File: config.mk
export PLATFORM = sky130hd
export DESIGN_NAME = dlr_lane
export DESIGN_NICKNAME = d
export VERILOG_FILES = /design/src/hdl/dlr_pkg.sv /design/src/hdl/dlr_lane.sv
export SDC_FILE = /design/constraint.sdc
export NUM_CORES = 2
export LEC_CHECK = 0
export BUFFER_PORTS_ARGS = -buffer_cell sky130_fd_sc_hd__buf_2
export CAP_MARGIN = 25
export CORE_MARGIN = 8
export CORE_UTILIZATION = 60
export CTS_BUF_LIST = sky130_fd_sc_hd__clkbuf_4
export DETAILED_ROUTE_END_ITERATION = 8
export GPL_ROUTABILITY_DRIVEN = 0
export PLACE_DENSITY_LB_ADDON = 0.05
export SKIP_CTS_REPAIR_TIMING = 1
export SKIP_LAST_GASP = 1
export SYNTH_ARGS = -nofsm -noshare
export SYNTH_HDL_FRONTEND = slang
export SYNTH_SLANG_ARGS = --single-unit
export TNS_END_PERCENT = 10
File: constraint.sdc
create_clock -name clk -period 14.45 [get_ports clk]
set_input_delay 4.335 -clock clk [delete_from_list [all_inputs] [get_ports clk]]
set_output_delay 4.335 -clock clk [all_outputs]
set_load 0.02 [all_outputs]
File: src/hdl/dlr_pkg.sv
// shared types and constants for the dense layer with relu
package dlr_pkg;

    localparam int NFIELD      = 4;
    localparam int DIM_DEFAULT = 4;
    localparam int DATA_W      = 16;
    localparam int OUT_W       = 15;
    localparam int PROD_W      = 2 * DATA_W;
    localparam int ACC_W       = PROD_W + 4;
    localparam int FRAC        = 8;
    localparam int OUT_MAX     = (1 << OUT_W) - 1;

    // action field codes
    typedef enum logic {
        ACT_LOAD    = 1'b0,
        ACT_COMPUTE = 1'b1
    } action_t;

    typedef logic signed [DATA_W-1:0] data_t;
    typedef logic signed [PROD_W-1:0] prod_t;
    typedef logic signed [ACC_W-1:0]  acc_t;
    typedef logic [OUT_W-1:0]         out_t;

    typedef struct packed {
        out_t value;
        logic clip;
    } lane_result_t;

endpackage

File: src/hdl/dlr_lane.sv
// one output column: registered products, then sum, floor shift, relu and saturation
module dlr_lane (
    input  logic                  clk,
    input  logic                  load,
    input  dlr_pkg::data_t        act  [dlr_pkg::NFIELD],
    input  dlr_pkg::data_t        wcol [dlr_pkg::NFIELD],
    input  dlr_pkg::data_t        bias,
    output dlr_pkg::lane_result_t res
);
    import dlr_pkg::*;

    prod_t prod_reg [NFIELD];
    acc_t  acc;
    acc_t  scaled;

    always_ff @(posedge clk)
    begin
        if (load)
        begin
            for (int k = 0; k < NFIELD; k++)
            begin
                prod_reg[k] <= prod_t'(act[k]) * prod_t'(wcol[k]);
            end
        end
    end

    always_comb
    begin
        acc = acc_t'(bias) <<< FRAC;
        for (int k = 0; k < NFIELD; k++)
        begin
            acc = acc + acc_t'(prod_reg[k]);
        end
        // arithmetic shift rounds toward minus infinity
        scaled = acc >>> FRAC;
        if (scaled[ACC_W-1])
        begin
            res.value = '0;
            res.clip  = 1'b0;
        end
        else if (scaled > acc_t'(OUT_MAX))
        begin
            res.value = out_t'(OUT_MAX);
            res.clip  = 1'b1;
        end
        else
        begin
            res.value = scaled[OUT_W-1:0];
            res.clip  = 1'b0;
        end
    end

endmodule

==> summary by stage <==
Run status
The flow ran to the end, and the final reports show no timing, DRC or antenna violations.

STA
Setup violations remaining at the end of the flow were counted as 0. The max-slew headroom at the worst pin is between 30% and 40%. The total negative slack is 0 ns. Setup repair after global routing left no endpoint under its margin. The final hold violation count is 0. The final cycle utilization of the critical path is just under 100%. The post-layout minimum cycle time is approximately 14 ns. The slew at the pin with the worst max-slew slack is 0.986 ns.

The final worst-path setup slack is approximately 0.24 ns. The timing-limited maximum frequency is 70.4 MHz. The number of pins exceeding their max-slew limit in the final report came to 0.

Min path
The worst-case hold path end point is prod_reg[2][0]. Along the worst hold path, the cell count comes to 2. The min-delay analysis places its worst path in the category primary input to register. In this run the most critical hold path is launched from act[16].

Global routing
The global-route wire length before repair is 185000 um. The maximum number of pins on one net before global-route repair is between 70 and 80. The aggregate global routing overflow is 0. The via count of the first global-routing pass was approximately 36000. The number of antenna violations at the first check in global routing came to 4. The all-layer global routing usage is about a quarter.

Routing
In the routed design, unresolved DRC markers number 0. The number of detailed-route iterations in the first pass is 5. The total number of vias is around 33000. The first-iteration detailed-routing DRC count is approximately 1800. Once detail routing completed, the nets flagged for antenna violations numbered 0. The number of vias per cell is 5.31. The detailed-route wire length per cell is roughly 18 um. After detailed routing, the total wire length is 109000 um.

Clock tree
In this run the clock root is driven by a clkbuf_4. The CTS tree is built. The number of buffers created by CTS is 17. The maximum buffer depth of the clock tree is 2.

The number of H-tree levels is 4. The clock drives ~130 sinks. The clock-pin slew on the worst setup and hold paths is ~0.12 ns.

Yosys
During synthesis, Yosys emitted a total of 0 warnings. The post-synthesis register bit count is roughly 130. The number of synthesized flops with an enable pin is around 130. The number of nets in the synthesized netlist is 6714. The fraction of synthesized area in multiplexers is 0.0423%. By area the synthesized netlist is led by fa_1, inv_1, ha_1. Summing every instance area after synthesis gives between 0.04 and 0.05 sq mm. The count of different cell masters after synthesis is 73. The number of standard cells after synthesis is 5064. The proportion of netlist area held by the largest area contributor is between 40 and 50%.

Sequential cells were found to cover ~8% of the synthesized design area. For this run, the leading register cell type out of synthesis is edfxtp_1. A synthesized cell averages 9.36 sq um. The synthesized netlist devotes approximately 13% of its cell area to simple gates.

The cell type with the highest aggregate area in the netlist is fa_1. The fraction of synthesized cell area in xor and xnor cells is 2.96%. Summing the areas of all fa, ha and maj instances in the mapped netlist gives between 50 and 60% of the synthesized area. Of all flip-flops after synthesis, the portion carrying an async set or reset was 0%. Summing the areas of all compound-gate instances in the mapped netlist gives between 5 and 6% of the synthesized area. By area, the combinational part of the netlist is dominated by adder cells.

Cells and area
The area growth from synthesis to layout is 3.92%. The number of flip-flops under the largest register name is approximately 130. In the final layout, flip-flops and latches occupy between 0.003 and 0.004 sq mm.

The final net count is 6757. In the final layout, the share of cells above drive strength 1 is 4.28%. The layout has 6889 filler cells. In the final layout, the multi-input gates occupy 0.0374 sq mm.

Worst setup path
The delay contributed by the slowest stage of the critical path is 0.64 ns. The setup path with the least slack is of type primary input to output port. The maximum fanout encountered on the critical timing path is 15. Counting stages on the worst path, the most repeated cell is inv_1. At the worst endpoint, the required time is just over 10 ns. The largest individual stage delay along the critical path comes from the cell or3_1. The kind of start point of the critical path is a primary input. Walking the worst path, the cells encountered are buf_2 -> inv_1 -> fa_1 -> inv_1 -> fa_1 -> inv_1 -> fa_1 -> inv_1 -> ha_1 -> a21o_1 -> a21o_1 -> a21o_1 -> a311o_1 -> o31ai_1 -> xnor2_1 -> a2111oi_2 -> nand4b_1 -> or3_1 -> o21a_1 -> buf_2. The arrival time at the worst endpoint is between 9 and 10 ns. The kind of end point of the critical path is an output port.

Placed design
The half-perimeter wire length of the detailed placement result is about 92000 um. Timing analysis after detailed placement gives a worst setup slack of ~0.33 ns. The number of buffer cells added on primary ports is 161.

Floorplanning
For this design the top-level I/O count stands at 162. The die boundary height is a little under 300 um. The initial utilization of the core area, before any placement, comes to approximately three fifths. From left edge to right edge, the die measures 297 um. The core box area is about 0.08 sq mm. The total die area is a little under 0.09 sq mm. After floorplanning, the core was divided into slightly above 100 placement rows.

Flow run
The total of max-cap violations is 0.
worst max path at each step:
| stage | startpoint | end | slack, ns |
|---|---|---|---|
| final | bias[6] | res[14] | 0.24 |
| after global routing | bias[6] | res[14] | 0.04 |
| after CTS | bias[6] | res[1] | 0.32 |
| after detailed placement | bias[6] | res[1] | 0.33 |
| after global placement | bias[6] | res[6] | 0.45 |
| after floorplan | bias[6] | res[10] | 1.10 |
layout make-up:
| type | instances | share of cell area, % |
|---|---|---|
| diodes | 1 | 0.00508 |
| clock buffers | 19 | 0.290 |
| repair buffers | 162 | 1.66 |
| multi-input cells | 3317 | 76.0 |
| flip-flops and latches | 128 | 7.81 |
| well taps | 1050 | 2.67 |
| clock inverters | 13 | 0.280 |
| inverters | 1481 | 11.3 |
placed cells by master (no fill, tap or decap), drive strengths merged, types with 7 or more instances in the layout:
master / Yosys / routed
a211o: 8 / 8
a211oi: 14 / 14
a21o: 67 / 67
a21oi: 125 / 125
and2: 376 / 376
and3: 13 / 13
buf: 5 / 162
clkbuf: 132 / 19
clkinv: 4 / 11
edfxtp: 128 / 128
fa: 1138 / 1138
ha: 366 / 366
inv: 1477 / 1479
nand2: 649 / 649
nand2b: 42 / 42
nand3: 27 / 27
nand4: 8 / 8
nor2: 82 / 82
nor2b: 16 / 16
nor3: 22 / 22
o211ai: 7 / 7
o21a: 24 / 24
o21ai: 50 / 50
o21bai: 29 / 29
o31ai: 11 / 11
or3: 13 / 13
xnor2: 121 / 121
xor2: 39 / 39
layer usage:
metal,part of all wire [%],global-route usage [%]
met1,43,36.2
met2,49,43.2
met3,5.9,3.87
met4,2.7,6.29
met5,0.094,0.885
critical path: cells and delay by family:
| kind | cells | cell delay (ns) |
|---|---|---|
| fa+ha+maj | 4 | 1.84 |
| xor+xnor | 1 | 0.14 |
| simple gates | 2 | 0.89 |
| buf+inv | 6 | 0.50 |
| compound gates | 7 | 2.15 |
cell usage after synthesis, drive strengths merged (4+ instances only):
| cell | count |
|---|---|
| o21bai | 29 |
| buf | 5 |
| xnor2 | 121 |
| a221oi | 6 |
| nand3 | 27 |
| ha | 366 |
| nor4 | 5 |
| o21a | 24 |
| a2111oi | 6 |
| or2 | 6 |
| and3 | 13 |
| o311ai | 4 |
| o211ai | 7 |
| o21ai | 50 |
| inv | 1477 |
| or3 | 13 |
| clkinv | 4 |
| nand2 | 649 |
| and2 | 376 |
| nand2b | 42 |
| a21oi | 125 |
| fa | 1138 |
| nand4 | 8 |
| a211oi | 14 |
| clkbuf | 132 |
| nor3 | 22 |
| edfxtp | 128 |
| a211o | 8 |
| a21o | 67 |
| nor2 | 82 |
| o31ai | 11 |
| xor2 | 39 |
| nor2b | 16 |
kinds of logic after synthesis:
group	Yosys count
mux	2
flops	128
buf+inv	1619
fa+ha+maj	1504
compound gates	382
simple gates	1269
xor+xnor	160
per-stage QoR:
step | utilization (%) | cells | hold WS [ns] | cell area [sq um]
5_1_grt | 62.6 | 6171 | 4.29 | 49200
3_5_place_dp | 62.3 | 6138 | 4.89 | 49000
6_report | 62.6 | 6171 | 4.30 | 49200
2_1_floorplan | - | 5064 | 4.45 | 47400
3_3_place_gp | 62.3 | 6138 | 4.88 | 49000
4_1_cts | 62.6 | 6170 | 4.26 | 49200
Power is left out: the tool's default activity adds up to more than one toggle a clock period on the data nets, which glitch-free logic cannot reach.
