**src/hdl/dlr_pkg.sv**
```systemverilog
// shared types and constants for the dense layer with relu
package dlr_pkg;

    localparam int NFIELD      = 4;
    localparam int DIM_DEFAULT = 4;
    localparam int DATA_W      = 16;
    localparam int OUT_W       = 15;
    localparam int PROD_W      = 2 * DATA_W;
    localparam int ACC_W       = PROD_W + 4;
    localparam int FRAC        = 8;
    localparam int OUT_MAX     = (1 << OUT_W) - 1;

    // action field codes
    typedef enum logic {
        ACT_LOAD    = 1'b0,
        ACT_COMPUTE = 1'b1
    } action_t;

    typedef logic signed [DATA_W-1:0] data_t;
    typedef logic signed [PROD_W-1:0] prod_t;
    typedef logic signed [ACC_W-1:0]  acc_t;
    typedef logic [OUT_W-1:0]         out_t;

    typedef struct packed {
        out_t value;
        logic clip;
    } lane_result_t;

endpackage

```
**src/hdl/dlr_merge.sv**
```systemverilog
// merges lane results into the output register and drives the result beat
module dlr_merge (
    input  logic                  clk,
    input  logic                  rst_n,
    input  logic                  load,
    input  dlr_pkg::lane_result_t res [dlr_pkg::NFIELD],
    input  logic                  out_ready,
    output logic                  out_valid,
    output logic                  free,
    output dlr_pkg::out_t         value [dlr_pkg::NFIELD],
    output logic                  clipped
);
    import dlr_pkg::*;

    logic valid_reg;
    logic valid_next;
    out_t value_reg [NFIELD];
    logic clip_reg;
    logic clip_any;

    assign free = !valid_reg || out_ready;

    always_comb
    begin
        clip_any = 1'b0;
        for (int j = 0; j < NFIELD; j++)
        begin
            clip_any = clip_any | res[j].clip;
        end
        if (load)
        begin
            valid_next = 1'b1;
        end
        else if (out_ready)
        begin
            valid_next = 1'b0;
        end
        else
        begin
            valid_next = valid_reg;
        end
    end

    always_ff @(posedge clk or negedge rst_n)
    begin
        if (!rst_n)
        begin
            valid_reg <= 1'b0;
        end
        else
        begin
            valid_reg <= valid_next;
        end
    end

    always_ff @(posedge clk)
    begin
        if (load)
        begin
            for (int j = 0; j < NFIELD; j++)
            begin
                value_reg[j] <= res[j].value;
            end
            clip_reg <= clip_any;
        end
    end

    assign out_valid = valid_reg;
    assign value     = value_reg;
    assign clipped   = clip_reg;

endmodule

```
**config.mk**
```make
export PLATFORM = sky130hd
export DESIGN_NAME = dlr_merge
export DESIGN_NICKNAME = d
export VERILOG_FILES = /design/src/hdl/dlr_pkg.sv /design/src/hdl/dlr_merge.sv
export SDC_FILE = /design/constraint.sdc
export NUM_CORES = 1
export LEC_CHECK = 0
export BUFFER_PORTS_ARGS = -buffer_cell sky130_fd_sc_hd__buf_2
export CAP_MARGIN = 25
export CELL_PAD_IN_SITES_DETAIL_PLACEMENT = 2
export CELL_PAD_IN_SITES_GLOBAL_PLACEMENT = 2
export CORE_MARGIN = 3
export CORE_UTILIZATION = 28
export DETAILED_ROUTE_END_ITERATION = 10
export GPL_ROUTABILITY_DRIVEN = 0
export GPL_TIMING_DRIVEN = 1
export HOLD_SLACK_MARGIN = 0.06
export PLACE_DENSITY = 0.84
export SYNTH_ARGS = -nofsm -noshare
export SYNTH_HDL_FRONTEND = slang
export SYNTH_SLANG_ARGS = --single-unit
```
**constraint.sdc**
```tcl
create_clock -name clk -period 1.5 [get_ports clk]
set_input_delay 0.075 -clock clk [delete_from_list [all_inputs] [get_ports clk]]
set_output_delay 0.075 -clock clk [all_outputs]
set_load 0.01 [all_outputs]
```
==> flow_summary.toml, run 1 <==
[run_status]
outcome = "finished, final reports clean"

[hold_path]
hold_depth = 2
hold_end = "value[38]"
min_from = "load"
worst_hold_path_type = "in2reg"

[sta]
finalCriticalPeriod_ns = 1.23
hold-worst-slack_ns = 0.282
fin_worst_skew_ns = 0
worst_pin_slew_ns = 0.328
slew_headroom_pct = 78.2
final-hold-violation-count = 0
timing.final.ws_setup_ns = 0.275
report.final.setup_viol = 0
rsz0062_at_grt = "no"
min_period_over_period_pct = 81.7
fin_setup_tns_ns = 0
fmax_mhz = 816
finalMaxSlewViolations = 0

[die]
die_area_mm2 = 0.00772
core.rowCount = 29
fp.dieH_um = 87.9
die_w_um = 87.9
io_pins = 131
initial_core_util_pct = 29.2
core-area_mm2 = 0.00642

[critical_path]
crit_buf_inv = 2
crit_type = "in2reg"
cp_max_fo = 1
r2r_cells = 2
crit_path_start_kind = "input port"
cpPeakStageDelay_ns = 0.54
crit_family = "buffers and inverters"
r2r-start = "out_valid"
crit_arrival_ns = 1.28
reg2reg_setup_slack_ns = 0.82
r2r-end = "out_valid"
critPathSlowestCell = "dlygate4sd3_1"
required_ns = 1.56
cp-end-kind = "flip-flop"
worstPathCellList = "dlygate4sd3_1 > buf_2 > or4_1"

[grt]
grt.total_usage_pct = 18.0
overflow = 0
grt_pass1_wl_mm = 9.71
grt_antenna_before_repair = 0
first_global_vias = 1723
grt_max_degree = 63

[finish]
nFillCells = 581
fin_nets = 342
stdcell_count = 356
largest_reg_flops = 60
area.growth.synth_to_final_pct = 85.7
drive_gt1_share_pct = 51.3
antennaDiodeCount = 0
utilization_pct = 54.3

[logic_synthesis]
synthTopCellsByArea = "edfxtp_1 98%, dfrtp_1 1.3%, nand2b_1 0.67%"
synth_top_area_share_pct = 97.6
synthArstFlopShare_pct = 1.61
syn_inst = 65
synth_most_common_cell = "edfxtp_1"
syn_nets = 133
synth-edff-count = 61
yosysUniqueCellTypes = 4
avgSynthCellArea_um2 = 28.9
synth_largest_area_cell = "edfxtp_1"
synth-main-ff-cell = "edfxtp_1"
syn-cell-area_mm2 = 0.00188
synth.ff_latch_count = 62
synth_common_cells = "61 x edfxtp_1, 2 x nand2b_1, 1 x dfrtp_1, 1 x or4_1"
yosys_warnings = 0
ys_seq_area_share_pct = 98.9

[clock_tree]
htreeDepth = 3
postCtsHoldBufs = 67
root_buffer = "clkbuf_8"
cts_num_sinks = 62
postCtsSetupBuffers = 0
numCtsBuffers = 9
post_cts_resized = 0
clk_pin_slew_worst_paths_ns = 0.07
insertion_delay_ns = 0.32
clockBufferDepth = 2
tritoncts = "built"

[power_and_ir_drop]
seqPwrFrac_pct = 53.8
p_sw_share_pct = 22.7
p_int_mw = 3.01
p_leak_nw = 1.50
power_density_mw_per_mm2 = 1120
p_comb_share_pct = 12.6
ir_drop_mv = 0.558
clockPowerShare_pct = 33.6
p_switching_mw = 0.883

[placed_design]
pre_cts_ws_ns = 0.511
dp.cells = 273
io_buffers = 130
dpl.hpwl_mm = 3.98

[drt]
dr.pass1.iters = 2
route.met2.wl_mm = 3.82
wire_per_inst_um = 19.0
vias = 1494
drc = 0
met3_wirelength_um = 439
wirelength_mm = 6.77
dr.first_iter.drc_count = 50
highest_layer = "met4"
wl_met1_mm = 2.43
ant_nets = 0
vias_per_cell = 4.20

[run]
cap_viol_max_count = 0
==> metal layers <==
layer	up-vias	track usage, %
met2	75	34.3
met5	-	0
li1	681	-
met3	9	5.46
met4	0	6.83
met1	729	18.2
==> cell type report <==
class,instances,area [um^2],area share [%]
clock buffers,15,166,4.77
flip-flops and latches,62,1860,53.3
multi-input cells,3,20.0,0.574
repair buffers,198,1340,38.5
well taps,77,96.3,2.76
clock inverters,1,5.00,0.144
==> cell usage in the layout, fill, tap and decap left out <==
| cell | synthesis | final |
|---|---|---|
| buf_2 | 0 | 130 |
| dlygate4sd3_1 | 0 | 67 |
| edfxtp_1 | 61 | 61 |
| clkbuf_8 | 0 | 11 |
| clkbuf_1 | 0 | 4 |
| nand2b_1 | 2 | 2 |
| or4_1 | 1 | 1 |
| clkinv_2 | 0 | 1 |
| dfrtp_1 | 1 | 1 |
| buf_12 | 0 | 1 |
==> power groups by stage <==
stage / combinational (mW) / sequential [mW] / clock [mW]
floorplan: 0.00413 / 2.20 / 0
global placement: 0.330 / 2.12 / 0
finish: 0.491 / 2.10 / 1.31
detailed placement: 0.344 / 2.13 / 0
CTS: 0.482 / 2.09 / 1.33
global route: 0.528 / 2.11 / 1.44
==> worst max-delay path by stage <==
stage            from  endpoint  slack [ns]  cells after the start
6_report       res[0]   clipped        0.27                      3
5_1_grt        res[0]   clipped        0.28                      3
4_1_cts        res[0]   clipped        0.31                      3
3_5_place_dp   res[0]   clipped        0.51                      2
3_3_place_gp   res[0]   clipped        0.56                      2
2_1_floorplan  res[0]   clipped        0.66                      1
==> worst reg2reg max path, stage by stage, from the launching register on <==
cell,delay [ns]
dfrtp_1,0.39
nand2b_1,0.11
nand2b_1,0.07
==> cell families after synthesis <==
kind of cell | count (synthesis) | synth area share (%)
DFF | 62 | 98.9
and+or+nand+nor | 3 | 1.07
==> per-stage QoR <==
step	instance area (um^2)	total power, mW
6_report	3490	3.90
5_1_grt	3490	4.07
4_1_cts	3490	3.91
3_5_place_dp	2640	2.47
3_3_place_gp	2640	2.45
2_1_floorplan	1880	2.21
Note: power is estimated with default switching activity, not from simulation.
==> inputs of run 2 (changes only) <==
--- a/config.mk
+++ b/config.mk
@@ -5,17 +5,18 @@
 export SDC_FILE = /design/constraint.sdc
 export NUM_CORES = 1
 export LEC_CHECK = 0
+export ABC_AREA = 1
 export BUFFER_PORTS_ARGS = -buffer_cell sky130_fd_sc_hd__buf_2
 export CAP_MARGIN = 25
 export CELL_PAD_IN_SITES_DETAIL_PLACEMENT = 2
 export CELL_PAD_IN_SITES_GLOBAL_PLACEMENT = 2
 export CORE_MARGIN = 3
-export CORE_UTILIZATION = 28
+export CORE_UTILIZATION = 23
 export DETAILED_ROUTE_END_ITERATION = 10
 export GPL_ROUTABILITY_DRIVEN = 0
 export GPL_TIMING_DRIVEN = 1
 export HOLD_SLACK_MARGIN = 0.06
-export PLACE_DENSITY = 0.84
+export PLACE_DENSITY = 0.74
 export SYNTH_ARGS = -nofsm -noshare
 export SYNTH_HDL_FRONTEND = slang
 export SYNTH_SLANG_ARGS = --single-unit
==> constraint.sdc (replaced) <==
create_clock -name clk -period 1.1 [get_ports clk]
set_input_delay 0.055 -clock clk [delete_from_list [all_inputs] [get_ports clk]]
set_output_delay 0.055 -clock clk [all_outputs]
set_load 0.01 [all_outputs]
==> run 2 against run 1 <==
Effect of this change: worst hold slack got worse by 0.068 ns; sequential power rose by 36%; die area up 21%; flip-flop and latch count is the same; register-to-register slack got worse by 0.33 ns; wire length down 9.5%; power grew 40%; largest cell class unchanged.
==> flow_summary.toml, run 2 <==
[run_status]
outcome = "finished, final reports clean"

[finish]
nFillCells = 789
largest_reg_flops = 60
drive_gt1_share_pct = 52.5
fin_nets = 347
register_area_mm2 = 0.00186
final_common_cell = "buf_2"
area.growth.synth_to_final_pct = 88.9
mostFrequentLayoutCells = "130 x buf_2, 67 x dlygate4sd3_1, 61 x edfxtp_1"
multi_input_area_um2 = 23.8
antennaDiodeCount = 0

[clock_tree]
clockBufferDepth = 2
root_buffer = "clkbuf_8"
htreeDepth = 3
post_cts_resized = 0
numCtsBuffers = 9
tritoncts = "built"
insertion_delay_ns = 0.33
cts_num_sinks = 62
clk_pin_slew_worst_paths_ns = 0.07

[critical_path]
reg2reg_setup_slack_ns = 0.49
crit_path_start_kind = "input port"
required_ns = 1.04
cp-end-kind = "primary output"
crit_type = "in2out"
cp_max_fo = 2
crit_arrival_ns = 0.98

[logic_synthesis]
avgSynthCellArea_um2 = 27.4
synth_top_area_share_pct = 97.0
synth_most_common_cell = "edfxtp_1"
synth.ff_latch_count = 62
synthTopCellsByArea = "edfxtp_1 97%, dfrtp_1 1.3%, nand2_2 0.66%"
syn_inst = 69
yosysUniqueCellTypes = 6
yosys_warnings = 0
ys_seq_area_share_pct = 98.3
synthArstFlopShare_pct = 1.61
synth_common_cells = "61 x edfxtp_1, 2 x inv_1, 2 x nand2_2, 2 x nor2_1"
syn-cell-area_mm2 = 0.00189
synth-edff-count = 61
syn_nets = 137
synth_largest_area_cell = "edfxtp_1"
synth-main-ff-cell = "edfxtp_1"

[sta]
min_period_over_period_pct = 94.3
fin_worst_skew_ns = 0
finalCriticalPeriod_ns = 1.04
worst_pin_slew_ns = 0.198
final-hold-violation-count = 0
report.final.setup_viol = 0
rsz0062_at_grt = "no"
slew_headroom_pct = 86.8
finalMaxSlewViolations = 0
hold-worst-slack_ns = 0.214
timing.final.ws_setup_ns = 0.0628
fmax_mhz = 964
fin_setup_tns_ns = 0

[power_and_ir_drop]
seqPwrFrac_pct = 52.3
p_sw_share_pct = 22.8
fin_total_pwr_mw = 5.44
power_density_mw_per_mm2 = 1530
p_switching_mw = 1.24
ir_drop_mv = 0.560
p_comb_share_pct = 12.4
p_leak_nw = 1.53
p_int_mw = 4.20
clockPowerShare_pct = 35.3

[die]
initial_core_util_pct = 24.1
core-area_mm2 = 0.00785
die_w_um = 96.6
die_area_mm2 = 0.00933
io_pins = 131
fp.dieH_um = 96.6
core.rowCount = 32

[placed_design]
dpl.hpwl_mm = 3.74
pre_cts_ws_ns = 0.333
io_buffers = 130

[grt]
grt.total_usage_pct = 14.0
grt_max_degree = 35
grt_pass1_wl_mm = 9.75
overflow = 0
first_global_vias = 1777
grt_antenna_before_repair = 0

[drt]
ant_nets = 0
dr.first_iter.drc_count = 30
dr.pass1.iters = 4
vias = 1472
drc = 0
vias_per_cell = 3.81
wirelength_mm = 6.13
wire_per_inst_um = 15.9

[hold_path]
worst_hold_path_type = "in2reg"

[run]
cap_viol_max_count = 0
-- run 2: timing repair --
action                                 4_1_cts  5_1_grt
setup buffers                                0        0
hold buffers                                67        0
endpoints found under the hold margin       63        0
-- run 2: layout make-up --
cell class                 instances  share of cell area [%]
multi-input combinational          5                   0.667
sequential                        62                    52.1
inverter                           2                   0.211
clock inverter                     7                    1.82
clock buffer                       9                    3.47
tap                              102                    3.58
timing repair buffer             199                    38.2
-- run 2: critical path, cell delays in order --
cell and delay [ns]:
dlygate4sd3_1 0.54, buf_2 0.13, inv_1 0.06, nand2_2 0.06, buf_2 0.14
-- run 2: logic make-up after synthesis --
family	after synthesis	share of synthesized area [%]
buffers and inverters	2	0.398
AND/OR/NAND/NOR	5	1.26
flip-flops	62	98.3
-- run 2: metrics by stage --
stage                     cell area [um^2]  utilization [%]  instances
final                                 3570             45.4        386
after global routing                  3570             45.4        386
after CTS                             3570             45.4        386
after detailed placement              2710             34.5        303
after global placement                2710             34.5        303
after floorplan                       1890                -         69
-- run 2: per-layer routing --
metal	wire length, um	GRT usage (%)
met1	2200	14.0
met2	3480	26.0
met3	407	5.62
met4	41	5.18
met5	0	0
-- run 2: power groups by stage --
| stage | Sequential (mW) | Clock [mW] | Combinational, mW |
|---|---|---|---|
| 3_3_place_gp | 2.89 | 0 | 0.472 |
| 2_1_floorplan | 3.00 | 0 | 0.00912 |
| 4_1_cts | 2.85 | 2.01 | 0.670 |
| 3_5_place_dp | 2.90 | 0 | 0.484 |
| 5_1_grt | 2.86 | 2.13 | 0.731 |
| 6_report | 2.85 | 1.92 | 0.673 |
-- run 2: path summary, 6_finish.rpt --
kind | start | endpoint | cells past startpoint
setup / recovery | out_ready | free | 5
hold / removal | load | value[47] | 2
min in group asynchronous | rst_n | out_valid | 3
max in group asynchronous | rst_n | out_valid | 3
hold reg to reg | out_valid | out_valid | 2
setup reg to reg | out_valid | out_valid | 2
==> inputs of run 3 (changes only) <==
--- a/config.mk
+++ b/config.mk
@@ -16,7 +16,7 @@
 export GPL_ROUTABILITY_DRIVEN = 0
 export GPL_TIMING_DRIVEN = 1
 export HOLD_SLACK_MARGIN = 0.06
-export PLACE_DENSITY = 0.74
+export PLACE_DENSITY = 0.76
 export SYNTH_ARGS = -nofsm -noshare
 export SYNTH_HDL_FRONTEND = slang
 export SYNTH_SLANG_ARGS = --single-unit
==> constraint.sdc (replaced) <==
create_clock -name clk -period 0.9 [get_ports clk]
set_input_delay 0.045 -clock clk [delete_from_list [all_inputs] [get_ports clk]]
set_output_delay 0.045 -clock clk [all_outputs]
set_load 0.01 [all_outputs]
==> run 3 against run 2 <==
Effect of this change: the run now ends with setup timing left; final area rose by 2.3%; combinational power rose by 28%; clock skew did not move; global-route usage rose by 0.28 points; die area did not move; first-iteration DRC count fell by 30%; wire length rose by 4.6%; count of clock-buffer cells in the layout rose by 2; clock power rose by 49%; worst hold slack got worse by 0.11 ns; critical endpoint unchanged; largest cell class unchanged.
==> flow_summary.toml, run 3 (synthesized netlist as in run 2, its figures left out) <==
[critical_path]
cpPeakStageDelay_ns = 0.40
r2r_cells = 3
cp-end-kind = "primary output"
cp_max_fo = 2
crit_type = "reg2out"
worstSetupPathDepth = 2
crit_path_start_kind = "flip-flop"
required_ns = 0.85
critPathSlowestCell = "dfrtp_1"
crit_family = "flip-flops"
crit_arrival_ns = 0.90
worstPathCellList = "nand2_2 > buf_6"
crit_buf_inv = 1

[drt]
wire_per_inst_um = 16.6
drc = 0
vias = 1509
wirelength_mm = 6.41
dr.first_iter.drc_count = 21
vias_per_cell = 3.90
dr.pass1.iters = 3
ant_nets = 0

[sta]
worst_pin_slew_ns = 0.164
slew_headroom_pct = 89.1
fmax_mhz = 1050
min_period_over_period_pct = 106
fin_worst_skew_ns = 0
hold-worst-slack_ns = 0.0999
finalMaxSlewViolations = 0
final-hold-violation-count = 0
report.final.setup_viol = 7
rsz0062_at_grt = "yes"
finalCriticalPeriod_ns = 0.950
fin_setup_tns_ns = -0.0951
timing.final.ws_setup_ns = -0.0497

[die]
core.rowCount = 32
fp.dieH_um = 96.6
io_pins = 131
die_area_mm2 = 0.00933
die_w_um = 96.6
initial_core_util_pct = 24.1
core-area_mm2 = 0.00785

[clock_tree]
cts_num_sinks = 62
clk_pin_slew_worst_paths_ns = 0.06
numCtsBuffers = 9
root_buffer = "clkbuf_8"
tritoncts = "built"
htreeDepth = 3
insertion_delay_ns = 0.32
clockBufferDepth = 2

[run]
cap_viol_max_count = 0

[grt]
grt_antenna_before_repair = 0
grt_max_degree = 25
overflow = 0
grt.total_usage_pct = 14.3
first_global_vias = 1854
grt_pass1_wl_mm = 10.3

[finish]
drive_gt1_share_pct = 51.9
antennaDiodeCount = 0
fin_nets = 348
final_common_cell = "buf_2"
utilization_pct = 46.5
mostFrequentLayoutCells = "126 x buf_2, 66 x dlygate4sd3_1, 61 x edfxtp_1"
area.growth.synth_to_final_pct = 93.2
largest_reg_flops = 60

[run_status]
outcome = "finished, violations left"
violations = "setup timing"

[placed_design]
io_buffers = 130
pre_cts_ws_ns = 0.156
dpl.hpwl_mm = 3.88

[power_and_ir_drop]
fin_total_pwr_mw = 7.21
p_leak_nw = 1.57
power_density_mw_per_mm2 = 1980
ir_drop_mv = 0.706

[hold_path]
worst_hold_path_type = "in2reg"
hold_depth = 5
run 3: worst paths after layout:
check	startpoint	endpoint	slack (ns)
worst min-delay path	out_ready	out_valid	0.1
worst max register to register	out_valid	out_valid	0.17
min in group asynchronous	rst_n	out_valid	0.56
worst min register to register	out_valid	out_valid	0.65
max in group asynchronous	rst_n	out_valid	0.24
worst max-delay path	out_valid	free	-0.05
run 3: power breakdown:
group	switching, mW	internal [mW]
clock	1.04	1.83
combinational	0.380	0.481
sequential	0.0601	3.42
run 3: worst reg2reg max path: cells and delay by family, from the launching register on:
family                 cells  cell delay (ns)
DFF                        1             0.40
buffers and inverters      1             0.11
and+or+nand+nor            2             0.12
run 3: per-layer routing:
layer / vias to the layer above / routed length [um] / GRT usage [%]
met3: 12 / 503 / 5.19
li1: 695 / - / -
met4: 0 / 133 / 6.26
met1: 710 / 2420 / 15.8
met2: 92 / 3350 / 24.7
met5: - / 0 / 0
run 3: cell type report:
cell class | instances | area (um^2)
Timing Repair Buffer | 200 | 1400
Inverter | 2 | 7.51
Clock buffer | 11 | 131
Sequential cell | 62 | 1860
Fill cell | 781 | 4200
Multi-Input combinational cell | 5 | 23.8
Tap cell | 102 | 128
Clock inverter | 5 | 97.6
run 3: repair_timing:
item | 4_1_cts | 5_1_grt
pin swaps | 1 | 0
setup endpoints to repair | 48 | 63
resized for setup | 1 | 3
cloned | 0 | 0
hold endpoints to repair | 63 | 0
hold buffers | 66 | 0
buffers inserted | 1 | 0
run 3: per-stage QoR:
stage	cell area, um^2	cells
CTS	3630	387
floorplan	1890	69
detailed placement	2730	304
global route	3650	387
finish	3650	387
global placement	2730	304
